`src/rtl/core/olte_pkg.sv`:
```
// ----------------------------------------------------------------------------
// olte_pkg
// Shared types and constants of the ordered list table engine.
// ----------------------------------------------------------------------------
package olte_pkg;

  localparam int DATA_W           = 32;
  localparam int MODE_W           = 2;
  localparam int POS_W            = 7;
  localparam int COUNT_OUT_W      = 7;
  localparam int STATUS_W         = 2;
  localparam int DEFAULT_CAPACITY = 64;

  typedef enum logic [MODE_W-1:0] {
    OP_ORDERED   = 2'd0,
    OP_INSERT_AT = 2'd1,
    OP_READ      = 2'd2,
    OP_REMOVE    = 2'd3
  } op_t;

  typedef enum logic [STATUS_W-1:0] {
    ST_DONE      = 2'd0,
    ST_DUPLICATE = 2'd1,
    ST_RANGE     = 2'd2,
    ST_FULL      = 2'd3
  } status_t;

endpackage

```
`src/rtl/core/olte_ram.sv`:
```
// ----------------------------------------------------------------------------
// olte_ram
// Generic simple dual-port RAM: one write port, one read port, registered read.
// ----------------------------------------------------------------------------
module olte_ram #(
  parameter int WIDTH = 32,
  parameter int DEPTH = 64
) (
  input  logic                     clk,
  input  logic                     we,
  input  logic [$clog2(DEPTH)-1:0] waddr,
  input  logic [WIDTH-1:0]         wdata,
  input  logic                     re,
  input  logic [$clog2(DEPTH)-1:0] raddr,
  output logic [WIDTH-1:0]         rdata
);

  logic [WIDTH-1:0] mem [DEPTH];

  always_ff @(posedge clk) begin
    if (we) begin
      mem[waddr] <= wdata;
    end
    if (re) begin
      rdata <= mem[raddr];
    end
  end

endmodule

```
`src/rtl/core/ordered_list_table_engine_top.sv`:
```
// ----------------------------------------------------------------------------
// ordered_list_table_engine_top
// Ordered list of signed values held in a RAM, with ordered insert,
// positional insert, read and remove.
//
//   Channel  | Handshake           | Payload
//   ---------+---------------------+--------------------------------------------
//   command  | start, busy         | in_mode, in_value, in_position
//   result   | out_valid (strobe)  | out_read_value, out_status,
//            |                     | out_entry_count, out_is_empty
//
// A transfer is taken when start is high and busy is low; its result shows on the
// strobe in the cycle after the operation's last cycle, when busy is low again.
// Refused positional inserts, reads and removes, positional appends and removes
// of the last entry finish when taken; other reads pass S_READ, removes S_SHD,
// inserts S_SHU and S_WRV. An ordered insert scans one entry a cycle and reports
// a duplicate or full list or inserts before the first larger entry or at the
// end. Only state, count and strobe are reset. The receiver cannot stall.
// ----------------------------------------------------------------------------
module ordered_list_table_engine_top
  import olte_pkg::*;
#(
  parameter int CAPACITY = DEFAULT_CAPACITY
) (
  input  logic                       clk,
  input  logic                       rst_n,
  input  logic                       start,
  output logic                       busy,
  input  logic [MODE_W-1:0]          in_mode,
  input  logic signed [DATA_W-1:0]   in_value,
  input  logic [POS_W-1:0]           in_position,
  output logic                       out_valid,
  output logic signed [DATA_W-1:0]   out_read_value,
  output logic [STATUS_W-1:0]        out_status,
  output logic [COUNT_OUT_W-1:0]     out_entry_count,
  output logic                       out_is_empty
);

  localparam int AW   = $clog2(CAPACITY);
  localparam int CW   = $clog2(CAPACITY + 1);
  localparam int CMPW = ((CW > POS_W) ? CW : POS_W) + 1;

  typedef enum logic [2:0] {
    S_IDLE, S_READ, S_SCAN, S_SHU, S_WRV, S_SHD
  } state_t;

  state_t                   state_r, state_nxt;
  logic [CW-1:0]            count_r, count_nxt;
  logic [AW-1:0]            idx_r, idx_nxt;
  logic [AW-1:0]            k_r, k_nxt;
  logic signed [DATA_W-1:0] value_r, value_nxt;
  logic                     out_valid_r, out_valid_nxt;
  logic signed [DATA_W-1:0] out_read_value_r, out_read_value_nxt;
  status_t                  out_status_r, out_status_nxt;
  logic [COUNT_OUT_W-1:0]   out_entry_count_r, out_entry_count_nxt;
  logic                     out_is_empty_r, out_is_empty_nxt;

  logic                     ram_we, ram_re;
  logic [AW-1:0]            ram_waddr, ram_raddr;
  logic [DATA_W-1:0]        ram_wdata, ram_rdata;
  logic signed [DATA_W-1:0] rd_s;

  logic                     fin;
  status_t                  fin_status;
  logic                     do_ins;
  logic [AW-1:0]            ins_k;
  logic                     full;
  logic [CMPW-1:0]          pos_in, count_ext, fin_cnt_ext;
  logic [CW-1:0]            cm1, idxp1;

  olte_ram #(
    .WIDTH(DATA_W),
    .DEPTH(CAPACITY)
  ) u_ram (
    .clk  (clk),
    .we   (ram_we),
    .waddr(ram_waddr),
    .wdata(ram_wdata),
    .re   (ram_re),
    .raddr(ram_raddr),
    .rdata(ram_rdata)
  );

  assign rd_s      = $signed(ram_rdata);
  assign full      = (count_r == CW'(CAPACITY));
  assign pos_in    = CMPW'(in_position);
  assign count_ext = CMPW'(count_r);
  assign cm1       = count_r - CW'(1);
  assign idxp1     = CW'(idx_r) + CW'(1);

  always_comb begin
    state_nxt          = state_r;
    count_nxt          = count_r;
    idx_nxt            = idx_r;
    k_nxt              = k_r;
    value_nxt          = value_r;
    out_valid_nxt      = 1'b0;
    out_read_value_nxt = out_read_value_r;
    fin                = 1'b0;
    fin_status         = ST_DONE;
    do_ins             = 1'b0;
    ins_k              = '0;
    ram_we             = 1'b0;
    ram_re             = 1'b0;
    ram_waddr          = '0;
    ram_raddr          = '0;
    ram_wdata          = '0;

    unique case (state_r)
      S_IDLE: begin
        if (start) begin
          value_nxt = in_value;
          unique case (op_t'(in_mode))
            OP_ORDERED: begin
              if (count_r == '0) begin
                do_ins = 1'b1;
                ins_k  = '0;
              end else begin
                ram_re    = 1'b1;
                ram_raddr = '0;
                idx_nxt   = '0;
                state_nxt = S_SCAN;
              end
            end
            OP_INSERT_AT: begin
              if (full) begin
                fin        = 1'b1;
                fin_status = ST_FULL;
              end else begin
                do_ins = 1'b1;
                ins_k  = (pos_in < count_ext) ? pos_in[AW-1:0] : count_ext[AW-1:0];
              end
            end
            OP_READ: begin
              if (pos_in >= count_ext) begin
                fin        = 1'b1;
                fin_status = ST_RANGE;
              end else begin
                ram_re    = 1'b1;
                ram_raddr = pos_in[AW-1:0];
                state_nxt = S_READ;
              end
            end
            OP_REMOVE: begin
              if (pos_in >= count_ext) begin
                fin        = 1'b1;
                fin_status = ST_RANGE;
              end else if ((pos_in + CMPW'(1)) < count_ext) begin
                ram_re    = 1'b1;
                ram_raddr = pos_in[AW-1:0] + AW'(1);
                idx_nxt   = pos_in[AW-1:0] + AW'(1);
                state_nxt = S_SHD;
              end else begin
                count_nxt = cm1;
                fin       = 1'b1;
              end
            end
            default: ;
          endcase
        end
      end
      S_READ: begin
        fin                = 1'b1;
        out_read_value_nxt = rd_s;
        state_nxt          = S_IDLE;
      end
      S_SCAN: begin
        if (value_r > rd_s) begin
          if (idxp1 < count_r) begin
            ram_re    = 1'b1;
            ram_raddr = idxp1[AW-1:0];
            idx_nxt   = idxp1[AW-1:0];
          end else if (full) begin
            fin        = 1'b1;
            fin_status = ST_FULL;
            state_nxt  = S_IDLE;
          end else begin
            do_ins = 1'b1;
            ins_k  = count_r[AW-1:0];
          end
        end else if (value_r == rd_s) begin
          fin        = 1'b1;
          fin_status = ST_DUPLICATE;
          state_nxt  = S_IDLE;
        end else if (full) begin
          fin        = 1'b1;
          fin_status = ST_FULL;
          state_nxt  = S_IDLE;
        end else begin
          do_ins = 1'b1;
          ins_k  = idx_r;
        end
      end
      S_SHU: begin
        ram_we    = 1'b1;
        ram_waddr = idxp1[AW-1:0];
        ram_wdata = ram_rdata;
        if (idx_r > k_r) begin
          ram_re    = 1'b1;
          ram_raddr = idx_r - AW'(1);
          idx_nxt   = idx_r - AW'(1);
        end else begin
          state_nxt = S_WRV;
        end
      end
      S_WRV: begin
        ram_we    = 1'b1;
        ram_waddr = k_r;
        ram_wdata = value_r;
        count_nxt = count_r + CW'(1);
        fin       = 1'b1;
        state_nxt = S_IDLE;
      end
      S_SHD: begin
        ram_we    = 1'b1;
        ram_waddr = idx_r - AW'(1);
        ram_wdata = ram_rdata;
        if (idxp1 < count_r) begin
          ram_re    = 1'b1;
          ram_raddr = idxp1[AW-1:0];
          idx_nxt   = idxp1[AW-1:0];
        end else begin
          count_nxt = cm1;
          fin       = 1'b1;
          state_nxt = S_IDLE;
        end
      end
      default: state_nxt = S_IDLE;
    endcase

    if (do_ins) begin
      k_nxt = ins_k;
      if (CW'(ins_k) < count_r) begin
        ram_re    = 1'b1;
        ram_raddr = cm1[AW-1:0];
        idx_nxt   = cm1[AW-1:0];
        state_nxt = S_SHU;
      end else begin
        ram_we    = 1'b1;
        ram_waddr = ins_k;
        ram_wdata = (state_r == S_IDLE) ? in_value : value_r;
        count_nxt = count_r + CW'(1);
        fin       = 1'b1;
        state_nxt = S_IDLE;
      end
    end

    fin_cnt_ext = CMPW'(count_nxt);
    if (fin) begin
      out_valid_nxt       = 1'b1;
      out_status_nxt      = fin_status;
      out_entry_count_nxt = fin_cnt_ext[COUNT_OUT_W-1:0];
      out_is_empty_nxt    = (count_nxt == '0);
      if (state_r != S_READ) begin
        out_read_value_nxt = '0;
      end
    end else begin
      out_status_nxt      = out_status_r;
      out_entry_count_nxt = out_entry_count_r;
      out_is_empty_nxt    = out_is_empty_r;
    end
  end

  always_ff @(posedge clk) begin
    if (!rst_n) begin
      state_r     <= S_IDLE;
      count_r     <= '0;
      out_valid_r <= 1'b0;
    end else begin
      state_r     <= state_nxt;
      count_r     <= count_nxt;
      out_valid_r <= out_valid_nxt;
    end
    idx_r             <= idx_nxt;
    k_r               <= k_nxt;
    value_r           <= value_nxt;
    out_read_value_r  <= out_read_value_nxt;
    out_status_r      <= out_status_nxt;
    out_entry_count_r <= out_entry_count_nxt;
    out_is_empty_r    <= out_is_empty_nxt;
  end

  assign busy            = (state_r != S_IDLE);
  assign out_valid       = out_valid_r;
  assign out_read_value  = out_read_value_r;
  assign out_status      = out_status_r;
  assign out_entry_count = out_entry_count_r;
  assign out_is_empty    = out_is_empty_r;

endmodule

```
`config.mk`:
```
export PLATFORM = sky130hd
export DESIGN_NAME = ordered_list_table_engine_top
export DESIGN_NICKNAME = d
export VERILOG_FILES = /design/src/rtl/core/olte_pkg.sv /design/src/rtl/core/olte_ram.sv /design/src/rtl/core/ordered_list_table_engine_top.sv
export SDC_FILE = /design/constraint.sdc
export NUM_CORES = 2
export LEC_CHECK = 0
export BUFFER_PORTS_ARGS = -buffer_cell sky130_fd_sc_hd__buf_2
export CAP_MARGIN = 20
export CORE_MARGIN = 2
export CORE_UTILIZATION = 57
export CTS_CLUSTER_DIAMETER = 40
export DETAILED_ROUTE_END_ITERATION = 8
export GPL_ROUTABILITY_DRIVEN = 0
export PLACE_DENSITY_LB_ADDON = 0.25
export SKIP_LAST_GASP = 1
export SLEW_MARGIN = 0
export SYNTH_ARGS = -nofsm -noshare
export SYNTH_HDL_FRONTEND = slang
export SYNTH_SLANG_ARGS = --single-unit
```
`constraint.sdc`:
```
create_clock -name clk -period 8.1 [get_ports clk]
set_clock_uncertainty 0.15 [all_clocks]
set_input_delay 1.215 -clock clk [delete_from_list [all_inputs] [get_ports clk]]
set_output_delay 1.215 -clock clk [all_outputs]
set_load 0.005 [all_outputs]
```
-- After elaboration in Yosys (flattened, before gate mapping)
Memory sizes are Yosys's and may differ from the RTL's. A register that Yosys moved wholly into a read port is not among the register bits.
Cells that the tools add are included.
- flip-flop bits (word level): 97
- bits in latches: 0
- bits in writable memories: 2048
- ROM bits: 0
- input bits: 44
- output and inout bits: 44
- word-level logic and storage cells: 167
- memories kept: 1
- add/sub/neg operators: 6
- multiply operators: 0
- div/mod/pow operators: 0
- magnitude comparators: 7
- eq/ne operators: 20
- shifts and indexed selects: 0
- mux-type cells: 112
- bitwise logic cells: 0
- reductions and logical operators: 11
- memory list (name ; depth ; width ; read ports ; clocked after memory_dff ; write ports ; RTL line ; RTL):
    u_ram.mem ; 64 ; 32 ; 1 ; 1 ; 1 ; olte_ram.sv:18 ; logic [WIDTH-1:0] mem [DEPTH];
- operator list (operator ; count):
    32-bit 2-to-1 mux ; 6
    6-bit 2-to-1 mux ; 29
    32-bit one-hot mux with 2 select lines ; 1
    7-bit 2-to-1 mux ; 7
    6-bit one-hot mux with 4 select lines ; 2
    3-bit 2-to-1 mux ; 12
    6-bit one-hot mux with 2 select lines ; 3
    1-bit 2-to-1 mux ; 33
    32-bit == test ; 1
    32-bit greater-than comparator ; 1
    7-bit one-hot mux with 3 select lines ; 1
    4-bit != test (second input constant) ; 5
    6-bit one-hot mux with 3 select lines ; 1
    7-bit zero test ; 2
    7-bit less-than comparator ; 2
    2-bit 2-to-1 mux ; 7
    3-bit one-hot mux with 4 select lines ; 1
    3-bit != test (second input constant) ; 3
    3-bit one-hot mux with 3 select lines ; 1
    9-bit AND reduction ; 1
    7-bit by 1-bit adder with 8-bit output (second input constant) ; 1
    8-bit by 7-bit less-than comparator with 1-bit output ; 1
    1-bit one-hot mux with 4 select lines ; 2
    2-bit one-hot mux with 2 select lines ; 2
    24 further kinds ; 31

-- Depth between registers and ports, before layout
- depth after elaboration: 11
- depth in mapped cells: 31
- gate-level depth less buffers: 26

-- Hierarchy
From an unflattened synthesis, not the netlist that was laid out.
- cells, all modules: 4307
- area, all modules: 86575.5 um2
- by module, submodules not included (module ; instances ; cells an instance ; area an instance (um2) ; sequential area each (um2)):
    olte_ram ; 1 ; 3511 ; 79359.9 ; 62459.9
    ordered_list_table_engine_top ; 1 ; 796 ; 7215.7 ; 2422.3

-- Worst setup path after synthesis
OpenSTA, ideal clock, no wires.
- path kind: reg2reg
- start: reg idx_r[2]
- end: mem u_ram.mem[0][0], enable pin
- library setup time: 0.470 ns
- arrival time: 7.383 ns
- slack: 0.097 ns
- cell stages (with the launch flop): 24
- path buffers: 2
- clock period less this slack: 8.003 ns
- cell sequence: dfxtp_1 -> clkbuf_1 -> clkbuf_1 -> nand3_1 -> xnor2_1 -> ha_1 -> a21oi_1 -> a22oi_1 -> o21a_1 -> clkinv_1 -> nor3_1 -> a22oi_1 -> o22ai_1 -> ha_1 -> a21o_1 -> a21oi_1 -> nor2_1 -> nor2_1 -> o211a_1 -> nor3_2 -> a221oi_1 -> nor2b_1 -> nand2_1 -> a211oi_1
- word-level cells in the longest chain between the ends: 10
- ends and longest elaborated chain (what ; RTL line ; RTL):
    from (decl) ; ordered_list_table_engine_top.sv:49 ; logic [AW-1:0] idx_r, idx_nxt;
    from (signal assigned) ; ordered_list_table_engine_top.sv:274 ; idx_r <= idx_nxt;
    6-bit by 1-bit adder with 7-bit output * ; ordered_list_table_engine_top.sv:89 ; assign idxp1 = CW'(idx_r) + CW'(1);
    7-bit less-than comparator * ; ordered_list_table_engine_top.sv:169 ; if (idxp1 < count_r) begin
    6-bit 2-to-1 mux * ; ordered_list_table_engine_top.sv:169 ;
    6-bit 2-to-1 mux * ; ordered_list_table_engine_top.sv:168 ; if (value_r > rd_s) begin
    6-bit one-hot mux with 2 select lines * ; ordered_list_table_engine_top.sv:109 ; unique case (state_r)
    net ins_k[4] ; ordered_list_table_engine_top.sv:66 ; logic [AW-1:0] ins_k;
    6-bit by 7-bit less-than comparator with 1-bit output ; ordered_list_table_engine_top.sv:233 ; if (CW'(ins_k) < count_r) begin
    1-bit 2-to-1 mux ; ordered_list_table_engine_top.sv:233 ;
    1-bit 2-to-1 mux ; ordered_list_table_engine_top.sv:231 ; if (do_ins) begin
    1-bit 2-to-1 mux ; olte_ram.sv:21 ; if (we) begin
    1-bit 2-to-1 mux (not written as such) ; olte_ram.sv:22 ; mem[waddr] <= wdata;
    to (decl) ; olte_ram.sv:18 ;
The timed path passes the listed nets; every way through them passes the cells marked *.

-- Worst setup path after layout
- start: reg u_ram.rdata[9] (read register of u_ram.mem)
- end: reg u_ram.rdata[27] (read register of u_ram.mem) (data pin)
- word-level cells in the longest chain between the ends: 7
- ends and longest elaborated chain (what ; RTL line ; RTL):
    from (decl) ; olte_ram.sv:15 ; output logic [WIDTH-1:0] rdata
    parallel branches: the longest is 2 deep, another holds 32-bit greater-than comparator ; n/a ;
    6-bit 2-to-1 mux * ; ordered_list_table_engine_top.sv:168 ;
    6-bit one-hot mux with 2 select lines * ; ordered_list_table_engine_top.sv:109 ;
    net ins_k[4] ; ordered_list_table_engine_top.sv:66 ;
    6-bit by 7-bit less-than comparator with 1-bit output * ; ordered_list_table_engine_top.sv:233 ;
    6-bit 2-to-1 mux or 1-bit 2-to-1 mux (tied branches) ; ordered_list_table_engine_top.sv:233 ;
    6-bit 2-to-1 mux or 1-bit 2-to-1 mux (tied branches) ; ordered_list_table_engine_top.sv:231 ;
Mark *: on every way through the listed nets, which the timed path passes.
A chain may end at the register's enable or synchronous reset.

==> metrics.txt <==
# TYPE chip_impl_metric gauge
chip_impl_info{name="run_status",value="finished, violations left"} 1
chip_impl_info{name="failed_checks",value="DRC, setup timing"} 1
chip_impl_info{name="worstSetupPathType",value="reg2reg"} 1
chip_impl_metric{name="clock_insertion_delay_worst_skew",unit="ns"} 0.90
chip_impl_info{name="cp_top_family",value="compound AO/OA/AOI/OAI gates"} 1
chip_impl_metric{name="design.die.area",unit="sq um"} 157700
chip_impl_metric{name="final_max_slew_viol_count",unit=""} 0
chip_impl_info{name="grt_setup_unrepaired",value="true"} 1
chip_impl_metric{name="achievable-frequency",unit="MHz"} 123.1
chip_impl_info{name="holdCritPathClass",value="reg2reg"} 1
chip_impl_metric{name="relSlewSlack",unit=""} 0.1454
chip_impl_info{name="cts_root_buffer",value="sky130_fd_sc_hd__clkbuf_16"} 1
chip_impl_metric{name="hpwlAfterDp",unit="microns"} 168700
chip_impl_info{name="critical_path.endpoint_type",value="flip-flop"} 1
chip_impl_metric{name="synth-async-reset-ratio",unit=""} 0
chip_impl_metric{name="path_depth",unit=""} 24
chip_impl_metric{name="cts-buffers-inserted",unit=""} 232
chip_impl_info{name="critPathLaunchType",value="flip-flop"} 1
chip_impl_metric{name="core.rowCount",unit=""} 144
chip_impl_metric{name="worst_ep_arrival",unit="ns"} 8.54
chip_impl_info{name="ys.flop_type",value="sky130_fd_sc_hd__edfxtp_1"} 1
chip_impl_metric{name="share_of_the_yosys_chip_area_belonging_to_registers",unit=""} 0.7367
chip_impl_metric{name="fin_crit_sh",unit=""} 1.003
chip_impl_info{name="worst_setup_endpoint",value="u_ram.rdata[27]"} 1
chip_impl_metric{name="post_synthesis_net_count",unit=""} 6465
chip_impl_info{name="yosys-top-cells-area",value="sky130_fd_sc_hd__edfxtp_1, sky130_fd_sc_hd__nand2_1, sky130_fd_sc_hd__mux2i_1"} 1
chip_impl_metric{name="path_max_fanout",unit=""} 19
chip_impl_metric{name="power.ir.vdd_worst",unit="mV"} 0.3692
chip_impl_metric{name="port-buffer-count",unit=""} 87
chip_impl_metric{name="yosys.cell_types.count",unit=""} 90
chip_impl_metric{name="reg2reg_depth",unit=""} 24
chip_impl_metric{name="routed_wl",unit="microns"} 273800
chip_impl_metric{name="finish.cell_count_without_fillers",unit=""} 8877
chip_impl_metric{name="final_core_utilization",unit=""} 0.6588
chip_impl_metric{name="static-leakage-power",unit="nW"} 34.81
chip_impl_metric{name="via_count_of_the_first_global_routing_pass",unit=""} 55000
chip_impl_metric{name="power",unit="mW"} 45.58
chip_impl_metric{name="grt_first_pass_wirelength",unit="microns"} 388500
chip_impl_metric{name="chipWidth",unit="microns"} 397.1
chip_impl_metric{name="clk_pin_slew_worst_paths",unit="ns"} 0.06
chip_impl_info{name="synth_area_leader_cell",value="sky130_fd_sc_hd__edfxtp_1"} 1
chip_impl_info{name="final_common_cell",value="sky130_fd_sc_hd__edfxtp_1"} 1
chip_impl_metric{name="number_of_nets_in_the_final_layout",unit=""} 6747
chip_impl_metric{name="postLayoutSetupSlackWorst",unit="ns"} -0.02509
chip_impl_info{name="worstPathCellList",value="inv_1 > ha_1 > nand4_1 > nor4_2 > a21boi_1 > o41ai_4 > and3_1 > nor3_2 > a22oi_1 > o22ai_1 > ha_1 > a21o_1 > a21oi_1 > nor2_1 > nor2_1 > o211a_1 > a211oi_2 > a22o_4 > nor2_2 > buf_4 > nand3_1 > a31oi_1 > o311a_1 > a221oi_1"} 1
chip_impl_metric{name="cts_max_path_buffers",unit=""} 3
chip_impl_metric{name="routed_wire_length_per_instance",unit="microns"} 30.84
chip_impl_info{name="worstSetupStartpoint",value="u_ram.rdata[9]"} 1
chip_impl_metric{name="timing.final.crit_period",unit="ns"} 8.125
chip_impl_metric{name="placeableCoreArea",unit="sq um"} 153700
chip_impl_info{name="worstReg2RegStart",value="u_ram.rdata[9]"} 1
chip_impl_metric{name="die-height",unit="microns"} 397.1
chip_impl_metric{name="worstPathRequired",unit="ns"} 8.52
chip_impl_metric{name="drtIter0Drc",unit=""} 10680
chip_impl_metric{name="syn_area_per_cell",unit="sq um"} 13.88
chip_impl_metric{name="detail_route.drc_violations",unit=""} 18
chip_impl_metric{name="setup_viol",unit=""} 2
chip_impl_info{name="endpoint_of_the_worst_slack_reg_to_reg_timing_path",value="u_ram.rdata[27]"} 1
chip_impl_metric{name="num_clock_sinks",unit=""} 2177
chip_impl_metric{name="grt_antenna_before_repair",unit=""} 17
chip_impl_metric{name="detail_route.vias_per_cell",unit=""} 6.649
chip_impl_metric{name="cts_htree_levels",unit=""} 4
chip_impl_metric{name="routed-via-count",unit=""} 59020
chip_impl_metric{name="gr-total-overflow",unit=""} 0
chip_impl_metric{name="critical_path_buf_inv_count",unit=""} 2
chip_impl_metric{name="timing.critical_path.slowest_cell_delay",unit="ns"} 0.90
chip_impl_metric{name="synthCells",unit=""} 6346
chip_impl_info{name="crit_path_top_delay_cell",value="sky130_fd_sc_hd__a31oi_1"} 1
chip_impl_metric{name="dpl.cell_count",unit=""} 8430
chip_impl_metric{name="synth_warnings",unit=""} 0
chip_impl_metric{name="synth.ff_latch_count",unit=""} 2177
chip_impl_metric{name="boundaryPins",unit=""} 88
chip_impl_metric{name="groute.usage.overall",unit=""} 0.3424
chip_impl_info{name="most-common-layout-cells",value="sky130_fd_sc_hd__edfxtp_1, sky130_fd_sc_hd__nand2_1, sky130_fd_sc_hd__nand3_1, sky130_fd_sc_hd__mux2i_1, sky130_fd_sc_hd__buf_4"} 1
chip_impl_metric{name="finalHoldViolations",unit=""} 0
chip_impl_metric{name="setup.reg_to_reg.worst_slack",unit="ns"} -0.03
chip_impl_metric{name="pwr_density_cell",unit="nW/um^2"} 450.1
chip_impl_metric{name="drt_pass1_iterations",unit=""} 9
chip_impl_metric{name="pin_count_of_the_biggest_net_entering_global_routing",unit=""} 93
chip_impl_metric{name="yosys.area.top_type_share",unit=""} 0.7256
chip_impl_metric{name="syn-cell-area",unit="sq um"} 88070
chip_impl_metric{name="max_slew.worst_pin.slew",unit="ns"} 1.276
chip_impl_metric{name="final.fill_count",unit=""} 10410
chip_impl_metric{name="areaGrowthSynthToFinish",unit="%"} 14.97
chip_impl_metric{name="postRouteAntennaNets",unit=""} 0
chip_impl_metric{name="synth-edff-count",unit=""} 2128
chip_impl_metric{name="start_util",unit=""} 0.5730
chip_impl_info{name="clock_tree_from_tritoncts",value="yes"} 1
chip_impl_metric{name="layout-drive-gt1-share",unit=""} 0.1387
chip_impl_metric{name="maxCapViolCount",unit=""} 0
[state kept, by name, summed over array words and instances, names as in the netlist]
signal	cells
count_r	7
idx_r	6
k_r	6
out_entry_count	7
out_is_empty	1
out_read_value	32
out_status	2
out_valid	1
state_r	3
u_ram.mem	2048
u_ram.rdata	32
value_r	32
[metal layers]
layer	vias to the layer above	wire length, microns	global-route usage	share of wire
met2	4700	116000	0.4805	0.42
met1	28950	99460	0.4783	0.36
li1	24670	-	-	-
met5	-	118	0	0.00043
met3	683	43300	0.1177	0.16
met4	18	14940	0.1707	0.055
[through the flow]
| step | setup slack (ns) | setup TNS, ns | hold slack, ns | area [sq um] |
|---|---|---|---|---|
| final | -0.02509 | -0.04737 | 0.3269 | 101300 |
| after global routing | -0.1786 | -0.4625 | 0.3338 | 101200 |
| after CTS | 0.01930 | 0 | 0.3218 | 101100 |
| after detailed placement | -0.2898 | -0.8220 | 0.3061 | 93280 |
| after global placement | -1.094 | -6.805 | 0.3013 | 93150 |
| after floorplan | 0.09730 | 0 | 0.3163 | 88070 |
[power by group]
group / internal [mW] / leakage, nW / switching, mW
clock: 6.15 / 3.75 / 4.56
sequential: 14.7 / 20.1 / 0.374
combinational: 5.37 / 11.0 / 14.4
total: 26.2 / 34.8 / 19.3
[cell type report]
type	instances	area [sq um]	share of cell area
multi-input cells	3693	21890	0.2162
clock inverters	163	1795	0.01773
well taps	2044	2557	0.02526
diodes	3	7.507	0.00007414
inverters	100	375.4	0.003707
repair buffers	424	3734	0.03687
flip-flops and latches	2177	64880	0.6408
clock buffers	273	6011	0.05936
[cell families after synthesis]
logic type                 Yosys count  synth area share
muxes                              328           0.03754
DFF                               2177            0.7367
buffers and inverters              476           0.02375
and+or+nand+nor                   2396            0.1165
xor gates and xnor gates            23          0.002287
adders and majority gates           75           0.01066
AOI/OAI and AO/OA                  871           0.07253
[worst min-delay path by stage]
stage / from / slack, ns / cells after the start / end
detailed placement: out_read_value[29] / 0.31 / 1 / out_read_value[29]
global route: out_read_value[16] / 0.33 / 1 / out_read_value[16]
floorplan: out_read_value[0] / 0.32 / 1 / out_read_value[0]
CTS: out_read_value[16] / 0.32 / 1 / out_read_value[16]
finish: out_read_value[17] / 0.33 / 1 / out_read_value[17]
global placement: out_read_value[17] / 0.30 / 1 / out_read_value[17]
[cells in the mapped netlist, types with 24 or more instances]
| cell | n |
|---|---|
| sky130_fd_sc_hd__o311a_1 | 25 |
| sky130_fd_sc_hd__buf_4 | 27 |
| sky130_fd_sc_hd__buf_2 | 145 |
| sky130_fd_sc_hd__nand3_1 | 504 |
| sky130_fd_sc_hd__a21oi_1 | 158 |
| sky130_fd_sc_hd__mux2i_1 | 313 |
| sky130_fd_sc_hd__buf_1 | 27 |
| sky130_fd_sc_hd__or3_1 | 34 |
| sky130_fd_sc_hd__o22ai_1 | 41 |
| sky130_fd_sc_hd__edfxtp_1 | 2128 |
| sky130_fd_sc_hd__a22o_1 | 37 |
| sky130_fd_sc_hd__inv_1 | 98 |
| sky130_fd_sc_hd__o2bb2ai_1 | 24 |
| sky130_fd_sc_hd__a2111oi_0 | 25 |
| sky130_fd_sc_hd__nand2_1 | 1517 |
| sky130_fd_sc_hd__o2111ai_1 | 52 |
| sky130_fd_sc_hd__nor2_1 | 137 |
| sky130_fd_sc_hd__dfxtp_1 | 49 |
| sky130_fd_sc_hd__o21ai_0 | 44 |
| sky130_fd_sc_hd__a222oi_1 | 40 |
| sky130_fd_sc_hd__o221ai_1 | 30 |
| sky130_fd_sc_hd__a22oi_1 | 28 |
| sky130_fd_sc_hd__a32oi_1 | 52 |
| sky130_fd_sc_hd__and3_1 | 45 |
| sky130_fd_sc_hd__ha_1 | 75 |
| sky130_fd_sc_hd__nand4_1 | 58 |
| sky130_fd_sc_hd__a31oi_1 | 175 |
| sky130_fd_sc_hd__a221oi_1 | 34 |
| sky130_fd_sc_hd__clkbuf_1 | 174 |
[repair_timing]
item | CTS | global route
pin swaps | 1 | 3
hold buffers | 0 | 0
endpoints found under the hold margin | 0 | 0
endpoints found under the setup margin | 10 | 180
setup buffers | 1 | 2
gates resized for setup | 1 | 14
cloned | 0 | 1
Note: power is estimated with default switching activity, not from simulation.
